File: src/hdl/cle_pkg.sv
`timescale 1ns / 1ps
// Package for the console line editor: buffer sizes, pointer arithmetic,
// character codes, result kinds and the line store request type. No dependencies.
package cle_pkg;

    localparam int BUF_DEPTH = 64;
    localparam int PTR_MOD   = 2 * BUF_DEPTH;
    localparam int PTR_W     = $clog2(PTR_MOD);
    localparam int ADDR_W    = (BUF_DEPTH > 1) ? $clog2(BUF_DEPTH) : 1;

    typedef logic [7:0]        t_byte;
    typedef logic [PTR_W-1:0]  t_ptr;
    typedef logic [ADDR_W-1:0] t_addr;

    localparam t_byte CH_KILL = 8'h15;
    localparam t_byte CH_BS   = 8'h08;
    localparam t_byte CH_DEL  = 8'h7f;
    localparam t_byte CH_EOF  = 8'h04;
    localparam t_byte CH_CR   = 8'h0d;
    localparam t_byte CH_NL   = 8'h0a;
    localparam t_byte CH_NUL  = 8'h00;

    localparam logic OP_TYPE    = 1'b0;
    localparam logic OP_CONSUME = 1'b1;

    typedef enum logic [1:0] {
        KIND_ECHO  = 2'd0,
        KIND_ERASE = 2'd1,
        KIND_READ  = 2'd2,
        KIND_EMPTY = 2'd3
    } t_kind;

    typedef struct packed {
        logic  we;
        t_addr waddr;
        t_byte wdata;
        logic  re;
        t_addr raddr;
    } t_ram_req;

    localparam t_ptr PTR_LAST = t_ptr'(PTR_MOD - 1);
    localparam t_ptr PTR_SPAN = t_ptr'(BUF_DEPTH);

    function automatic t_ptr ptr_inc(input t_ptr p);
        return (p == PTR_LAST) ? '0 : t_ptr'(p + 1'b1);
    endfunction

    function automatic t_ptr ptr_dec(input t_ptr p);
        return (p == '0) ? PTR_LAST : t_ptr'(p - 1'b1);
    endfunction

    function automatic logic [PTR_W:0] ptr_dist(input t_ptr a, input t_ptr b);
        logic [PTR_W:0] d;
        if (a >= b) begin
            d = {1'b0, a} - {1'b0, b};
        end else begin
            d = {1'b0, a} + (PTR_W+1)'(PTR_MOD) - {1'b0, b};
        end
        return d;
    endfunction

    function automatic t_addr slot(input t_ptr p);
        t_ptr s;
        s = (p >= PTR_SPAN) ? t_ptr'(p - PTR_SPAN) : p;
        return s[ADDR_W-1:0];
    endfunction

endpackage

File: src/hdl/cle_line_ram.sv
`timescale 1ns / 1ps
// Line store of the console line editor: one write port, one registered read port.
// Depends on cle_pkg.
module cle_line_ram (
    input  logic             i_clk,
    input  cle_pkg::t_ram_req i_req,
    output cle_pkg::t_byte   o_rdata
);
    import cle_pkg::*;

    t_byte r_mem [BUF_DEPTH];
    t_byte r_rdata;

    always_ff @(posedge i_clk) begin
        if (i_req.we) begin
            r_mem[i_req.waddr] <= i_req.wdata;
        end
        if (i_req.re) begin
            r_rdata <= r_mem[i_req.raddr];
        end
    end

    assign o_rdata = r_rdata;

endmodule

File: src/hdl/console_line_editor.sv
`timescale 1ns / 1ps
// Top level of the console line editor: sequencer, pointers and result register.
// Depends on cle_pkg and cle_line_ram.
//
// Usage:
//   Slave stream carries one transaction per request: tuser is the operation
//   (0 typed byte, 1 consume one committed byte), tdata the typed byte.
//   Master stream carries the results: tuser the kind (echo, erase sequence,
//   byte read, nothing committed), tdata the byte, tlast on the final result
//   of a request. Requests that cause no result (zero byte, full buffer,
//   erase with nothing uncommitted) produce no transaction.
//   One request is handled at a time; o_s_axis_tready is high only when the
//   sequencer is idle. A consume of a committed byte does one line store
//   read. Control-U erases back to the commit point or until it meets a
//   newline, with one line store read per step. The result register lets
//   the next request be taken while the last result still waits at the
//   master side.
//   Reset clears all pointers and the result valid flag; the line store is
//   not cleared. When the receiver stalls, the result is held and the
//   sequencer waits in place.
module console_line_editor (
    input  logic       i_clk,
    input  logic       i_rst_n,
    input  logic       i_s_axis_tvalid,
    output logic       o_s_axis_tready,
    input  logic [7:0] i_s_axis_tdata,   // typed_char[7:0]
    input  logic       i_s_axis_tuser,   // op[0]
    output logic       o_m_axis_tvalid,
    input  logic       i_m_axis_tready,
    output logic [7:0] o_m_axis_tdata,   // data[7:0]
    output logic [1:0] o_m_axis_tuser,   // kind[1:0]
    output logic       o_m_axis_tlast
);
    import cle_pkg::*;

    typedef enum logic [3:0] {
        S_IDLE = 4'b0001,
        S_READ = 4'b0010,
        S_KILL = 4'b0100,
        S_EMIT = 4'b1000
    } t_state;

    t_state   r_state, n_state;
    t_ptr     r_rd_ptr, n_rd_ptr;
    t_ptr     r_cm_ptr, n_cm_ptr;
    t_ptr     r_ed_ptr, n_ed_ptr;
    logic     r_have, n_have;
    t_kind    r_pend_kind, n_pend_kind;
    t_byte    r_pend_data, n_pend_data;

    logic     r_out_valid;
    t_kind    r_out_kind;
    t_byte    r_out_data;
    logic     r_out_last;

    logic     w_out_free;
    logic     w_out_load;
    t_kind    w_out_kind;
    t_byte    w_out_data;
    logic     w_out_last;

    t_ram_req w_req;
    t_byte    w_rdata;
    t_byte    w_char;
    t_ptr     w_ed_inc;
    t_ptr     w_ed_dec;
    logic     w_accept;

    cle_line_ram u_ram (
        .i_clk  (i_clk),
        .i_req  (w_req),
        .o_rdata(w_rdata)
    );

    assign o_s_axis_tready = (r_state == S_IDLE);
    assign w_accept        = i_s_axis_tvalid && o_s_axis_tready;
    assign w_out_free      = !r_out_valid || i_m_axis_tready;
    assign w_char          = (i_s_axis_tdata == CH_CR) ? CH_NL : i_s_axis_tdata;
    assign w_ed_inc        = ptr_inc(r_ed_ptr);
    assign w_ed_dec        = ptr_dec(r_ed_ptr);

    always_comb begin
        n_state     = r_state;
        n_rd_ptr    = r_rd_ptr;
        n_cm_ptr    = r_cm_ptr;
        n_ed_ptr    = r_ed_ptr;
        n_have      = r_have;
        n_pend_kind = r_pend_kind;
        n_pend_data = r_pend_data;
        w_req       = '0;
        w_out_load  = 1'b0;
        w_out_kind  = KIND_ERASE;
        w_out_data  = CH_NUL;
        w_out_last  = 1'b0;

        unique case (r_state)
            S_IDLE: begin
                if (w_accept) begin
                    if (i_s_axis_tuser == OP_CONSUME) begin
                        if (r_rd_ptr != r_cm_ptr) begin
                            w_req.re    = 1'b1;
                            w_req.raddr = slot(r_rd_ptr);
                            n_state     = S_READ;
                        end else begin
                            n_pend_kind = KIND_EMPTY;
                            n_pend_data = CH_NUL;
                            n_state     = S_EMIT;
                        end
                    end else if (i_s_axis_tdata == CH_KILL) begin
                        if (r_ed_ptr != r_cm_ptr) begin
                            w_req.re    = 1'b1;
                            w_req.raddr = slot(w_ed_dec);
                            n_have      = 1'b0;
                            n_state     = S_KILL;
                        end
                    end else if (i_s_axis_tdata == CH_BS || i_s_axis_tdata == CH_DEL) begin
                        if (r_ed_ptr != r_cm_ptr) begin
                            n_ed_ptr    = w_ed_dec;
                            n_pend_kind = KIND_ERASE;
                            n_pend_data = CH_NUL;
                            n_state     = S_EMIT;
                        end
                    end else if (i_s_axis_tdata != CH_NUL &&
                                 ptr_dist(r_ed_ptr, r_rd_ptr) < (PTR_W+1)'(BUF_DEPTH)) begin
                        w_req.we    = 1'b1;
                        w_req.waddr = slot(r_ed_ptr);
                        w_req.wdata = w_char;
                        n_ed_ptr    = w_ed_inc;
                        if (w_char == CH_NL || w_char == CH_EOF ||
                            ptr_dist(w_ed_inc, r_rd_ptr) == (PTR_W+1)'(BUF_DEPTH)) begin
                            n_cm_ptr = w_ed_inc;
                        end
                        n_pend_kind = KIND_ECHO;
                        n_pend_data = w_char;
                        n_state     = S_EMIT;
                    end
                end
            end
            S_READ: begin
                n_pend_kind = KIND_READ;
                n_pend_data = w_rdata;
                n_rd_ptr    = ptr_inc(r_rd_ptr);
                n_state     = S_EMIT;
            end
            S_KILL: begin
                if (w_rdata == CH_NL) begin
                    n_have = 1'b0;
                    if (r_have) begin
                        n_pend_kind = KIND_ERASE;
                        n_pend_data = CH_NUL;
                        n_state     = S_EMIT;
                    end else begin
                        n_state = S_IDLE;
                    end
                end else if (!r_have || w_out_free) begin
                    if (r_have) begin
                        w_out_load = 1'b1;
                        w_out_kind = KIND_ERASE;
                        w_out_data = CH_NUL;
                        w_out_last = 1'b0;
                    end
                    n_ed_ptr = w_ed_dec;
                    if (w_ed_dec == r_cm_ptr) begin
                        n_have      = 1'b0;
                        n_pend_kind = KIND_ERASE;
                        n_pend_data = CH_NUL;
                        n_state     = S_EMIT;
                    end else begin
                        n_have      = 1'b1;
                        w_req.re    = 1'b1;
                        w_req.raddr = slot(ptr_dec(w_ed_dec));
                    end
                end
            end
            S_EMIT: begin
                if (w_out_free) begin
                    w_out_load = 1'b1;
                    w_out_kind = r_pend_kind;
                    w_out_data = r_pend_data;
                    w_out_last = 1'b1;
                    n_state    = S_IDLE;
                end
            end
            default: begin
                n_state = S_IDLE;
            end
        endcase
    end

    always_ff @(posedge i_clk) begin
        if (!i_rst_n) begin
            r_state     <= S_IDLE;
            r_rd_ptr    <= '0;
            r_cm_ptr    <= '0;
            r_ed_ptr    <= '0;
            r_have      <= 1'b0;
            r_out_valid <= 1'b0;
        end else begin
            r_state  <= n_state;
            r_rd_ptr <= n_rd_ptr;
            r_cm_ptr <= n_cm_ptr;
            r_ed_ptr <= n_ed_ptr;
            r_have   <= n_have;
            if (w_out_load) begin
                r_out_valid <= 1'b1;
            end else if (i_m_axis_tready) begin
                r_out_valid <= 1'b0;
            end
        end
    end

    always_ff @(posedge i_clk) begin
        r_pend_kind <= n_pend_kind;
        r_pend_data <= n_pend_data;
        if (w_out_load) begin
            r_out_kind <= w_out_kind;
            r_out_data <= w_out_data;
            r_out_last <= w_out_last;
        end
    end

    assign o_m_axis_tvalid = r_out_valid;
    assign o_m_axis_tdata  = r_out_data;
    assign o_m_axis_tuser  = r_out_kind;
    assign o_m_axis_tlast  = r_out_last;

endmodule

File: config.mk
export PLATFORM = sky130hd
export DESIGN_NAME = console_line_editor
export DESIGN_NICKNAME = d
export VERILOG_FILES = /design/src/hdl/cle_pkg.sv /design/src/hdl/cle_line_ram.sv /design/src/hdl/console_line_editor.sv
export SDC_FILE = /design/constraint.sdc
export NUM_CORES = 1
export LEC_CHECK = 0
export BUFFER_PORTS_ARGS = -buffer_cell sky130_fd_sc_hd__clkbuf_2
export CORE_ASPECT_RATIO = 0.75
export CORE_MARGIN = 2
export CORE_UTILIZATION = 37
export CTS_BUF_LIST = sky130_fd_sc_hd__clkbuf_2
export CTS_CLUSTER_SIZE = 20
export DETAILED_ROUTE_END_ITERATION = 16
export GPL_TIMING_DRIVEN = 1
export SLEW_MARGIN = 10
export SYNTH_ARGS = -nofsm -noshare
export SYNTH_HDL_FRONTEND = slang
export SYNTH_HIERARCHICAL = 1
export SYNTH_SLANG_ARGS = --single-unit
File: constraint.sdc
create_clock -name i_clk -period 12.5 [get_ports i_clk]
set_input_delay 1.25 -clock i_clk [delete_from_list [all_inputs] [get_ports i_clk]]
set_output_delay 1.25 -clock i_clk [all_outputs]
set_load 0.01 [all_outputs]
==> flow_summary.json <==
{
  "status": "finished clean",
  "fin_area_mm2": 0.02648,
  "yosysTopAreaCell": "edfxtp_1",
  "pin_count": 26,
  "die_area_mm2": 0.06769,
  "hp-class": "reg2reg",
  "vias": 13970,
  "layout_setup_ws_ns": 6.338,
  "path_class": "reg2reg",
  "nNetsFinal": 1584,
  "relSlewSlack": 0.2438,
  "path_cells": "inv_1 -> ha_1 -> xnor2_1 -> a21oi_1 -> o21ai_0 -> a211oi_4 -> o211ai_2 -> nand2_2 -> nor3_1 -> a311o_2 -> buf_4 -> mux4_2 -> o22ai_1 -> nor4_1 -> o21ai_0 -> nand3_1",
  "grt_max_degree": 86,
  "p_switching_mw": 0.8851,
  "crit_top_cell": "o21ai_0",
  "hpwl_um": 38230,
  "skew_ns": 0.1488,
  "hold_viol": 0,
  "seq_power_share": 0.609,
  "cellInternalPower_mw": 2.647,
  "worstMarginPinSlew_ns": 1.130,
  "synth_edf_count": 541,
  "die_y_um": 225.8,
  "grt_antenna_before_repair": 4,
  "routed_wl_um": 60080,
  "die_w_um": 299.8,
  "r2r_cells": 16,
  "area_growth_pct": 9.082,
  "fin_crit_ns": 6.162,
  "netlist_instances": 1443,
  "ir_worst_vdd_mv": 0.06085,
  "clock_sink_count": 568,
  "async_reset_ff_frac": 0,
  "path_max_fanout": 56,
  "start_kind": "flip-flop",
  "fin_cells": 2519,
  "end_kind": "flip-flop",
  "min_period_over_period": 0.4930,
  "path_clk_slew_ns": 0.11,
  "clock-root-buffer": "clkbuf_2",
  "drive_gt1_frac": 0.2602,
  "place_ws_ns": 6.115,
  "maxCapViolations": 0,
  "gr-total-overflow": 0,
  "rsz0062_at_grt": "no",
  "cts_tree": "yes",
  "slowest_delay_ns": 0.81,
  "slew_viol_final": 0,
  "yosys_register_bits": 568,
  "cts_buffer_depth": 3,
  "coreArea_mm2": 0.06506,
  "drc_errors": 0,
  "nFillCells": 5913,
  "drt_iter0_markers": 1473,
  "cp.depth": 16,
  "post_cts_buffers": 0,
  "dr.pass1.iters": 7,
  "switching_share": 0.2506,
  "antenna_left": 0,
  "cpMaxStageDelayCell": "buf_4",
  "holdPathStages": 1,
  "wire_per_inst_um": 23.85,
  "syn_area_per_cell_um2": 16.82,
  "cts_hold_buf": 0,
  "grtUsageTotal": 0.1798,
  "utilization": 0.4070,
  "yosysTopAreaCellShare": 0.6692,
  "start_util": 0.3731,
  "numCtsBuffers": 137,
  "power_leakage_nw": 8.473,
  "synth_area_leaders": "edfxtp_1, mux4_2, dfxtp_1",
  "synth_area_mm2": 0.02427,
  "crit_arrival_ns": 7.11,
  "dpl.cell_count": 2280,
  "cp_top_family": "compound AO/OA/AOI/OAI gates",
  "cts_resized": 0,
  "ys_seq_area_frac": 0.6915,
  "power_frac_clock": 0.330,
  "syn_nets": 1479,
  "p_comb_frac": 0.061,
  "io_buffers": 25,
  "rows": 81,
  "fin_tns_setup_ns": 0,
  "yosysWarningCount": 6,
  "vias_per_cell": 5.545,
  "placed_area_mm2": 0.02530,
  "power_per_cell_area_mw_per_mm2": 133.4,
  "max_freq_mhz": 162.3,
  "h-tree-depth": 4,
  "grt_pass1_wl_um": 89420,
  "grt_pass1_vias": 14000,
  "clk_latency_ns": 1.14,
  "synth-main-ff-cell": "edfxtp_1",
  "synthDistinctLibCells": 86,
  "critical_path_required_ns": 13.45,
  "critPathBufInv": 2,
  "gp_congestion": 0.8696,
  "finalSetupViolCount": 0
}
[cells in the mapped netlist, drive strengths merged, types with 27 or more instances]
library cell and number:
and2 27, buf 39, clkbuf 38, dfxtp 27
edfxtp 541, mux2i 32, mux4 124, nand2 72
nand3 31, nor2 124, o21ai 32, o22ai 32
[routing by layer]
layer | GRT usage | part of all wire
met3 | 0.06032 | 0.11
met4 | 0.05790 | 0.017
met5 | 0 | 0
met2 | 0.2488 | 0.43
met1 | 0.2648 | 0.45
[worst paths after layout]
path                                      from           endpoint  slack, ns
worst max register to register     r_ed_ptr[0]   u_ram/o_rdata[3]       6.34
worst min register to register  r_pend_data[3]  o_m_axis_tdata[3]       0.51
worst min-delay path            r_pend_data[3]  o_m_axis_tdata[3]       0.51
worst max-delay path               r_ed_ptr[0]   u_ram/o_rdata[3]       6.34
[logic make-up after synthesis]
family | synth area share
muxes | 0.1287
adders and majority gates | 0.01247
xor gates and xnor gates | 0.01402
AOI/OAI and AO/OA | 0.05582
buffers and inverters | 0.02051
DFF | 0.6915
and+or+nand+nor | 0.07696
[per-stage QoR]
stage	hold slack, ns	power [mW]
after global placement	0.4931	2.405
final	0.5116	3.532
after global routing	0.3892	3.700
after floorplan	0.4554	2.326
after detailed placement	0.4957	2.411
after CTS	0.3605	3.579
[layout by cell type, fill, tap and decap left out, types with 12 or more instances in the layout]
cell,count
a21oi_1,23
a22oi_1,14
and2_1,21
buf_4,17
clkbuf_2,226
clkinv_1,29
dfxtp_1,27
edfxtp_1,541
ha_1,21
inv_1,21
mux2i_1,32
mux4_2,124
nand2_1,71
nand2b_1,12
nand3_1,31
nand4_1,12
nor2_1,122
nor2b_1,21
nor3_1,13
o21ai_0,31
o22ai_1,28
xnor2_1,19
xor2_1,14
[area by class of cell]
cell class,count,area [um^2],area share
Sequential cell,568,16790,0.6339
Inverter,25,95.09,0.003591
Clock buffer,201,1006,0.03799
Tap cell,871,1090,0.04116
Clock inverter,35,161.4,0.006096
Multi-Input combinational cell,773,7061,0.2666
Antenna cell,3,7.507,0.0002835
Timing Repair Buffer,43,272.8,0.01030
[sequential cells by signal, summed over array words and instances, names as in the netlist]
| signal | count |
|---|---|
| r_cm_ptr | 7 |
| r_state | 4 |
| o_m_axis_tuser | 2 |
| o_m_axis_tdata | 8 |
| u_ram/o_rdata | 8 |
| r_pend_data | 8 |
| r_have | 1 |
| o_m_axis_tvalid | 1 |
| r_pend_kind | 2 |
| o_m_axis_tlast | 1 |
| u_ram/r_mem | 512 |
| r_ed_ptr | 7 |
| r_rd_ptr | 7 |
[power groups by stage]
stage               clock network [mW]  registers, mW  logic [mW]
floorplan                            0           2.19       0.133
global placement                     0           2.19       0.212
detailed placement                   0           2.20       0.216
CTS                               1.21           2.15       0.216
global route                      1.31           2.16       0.236
finish                            1.16           2.15       0.216
No activity file was read; power rests on OpenSTA's default activity.
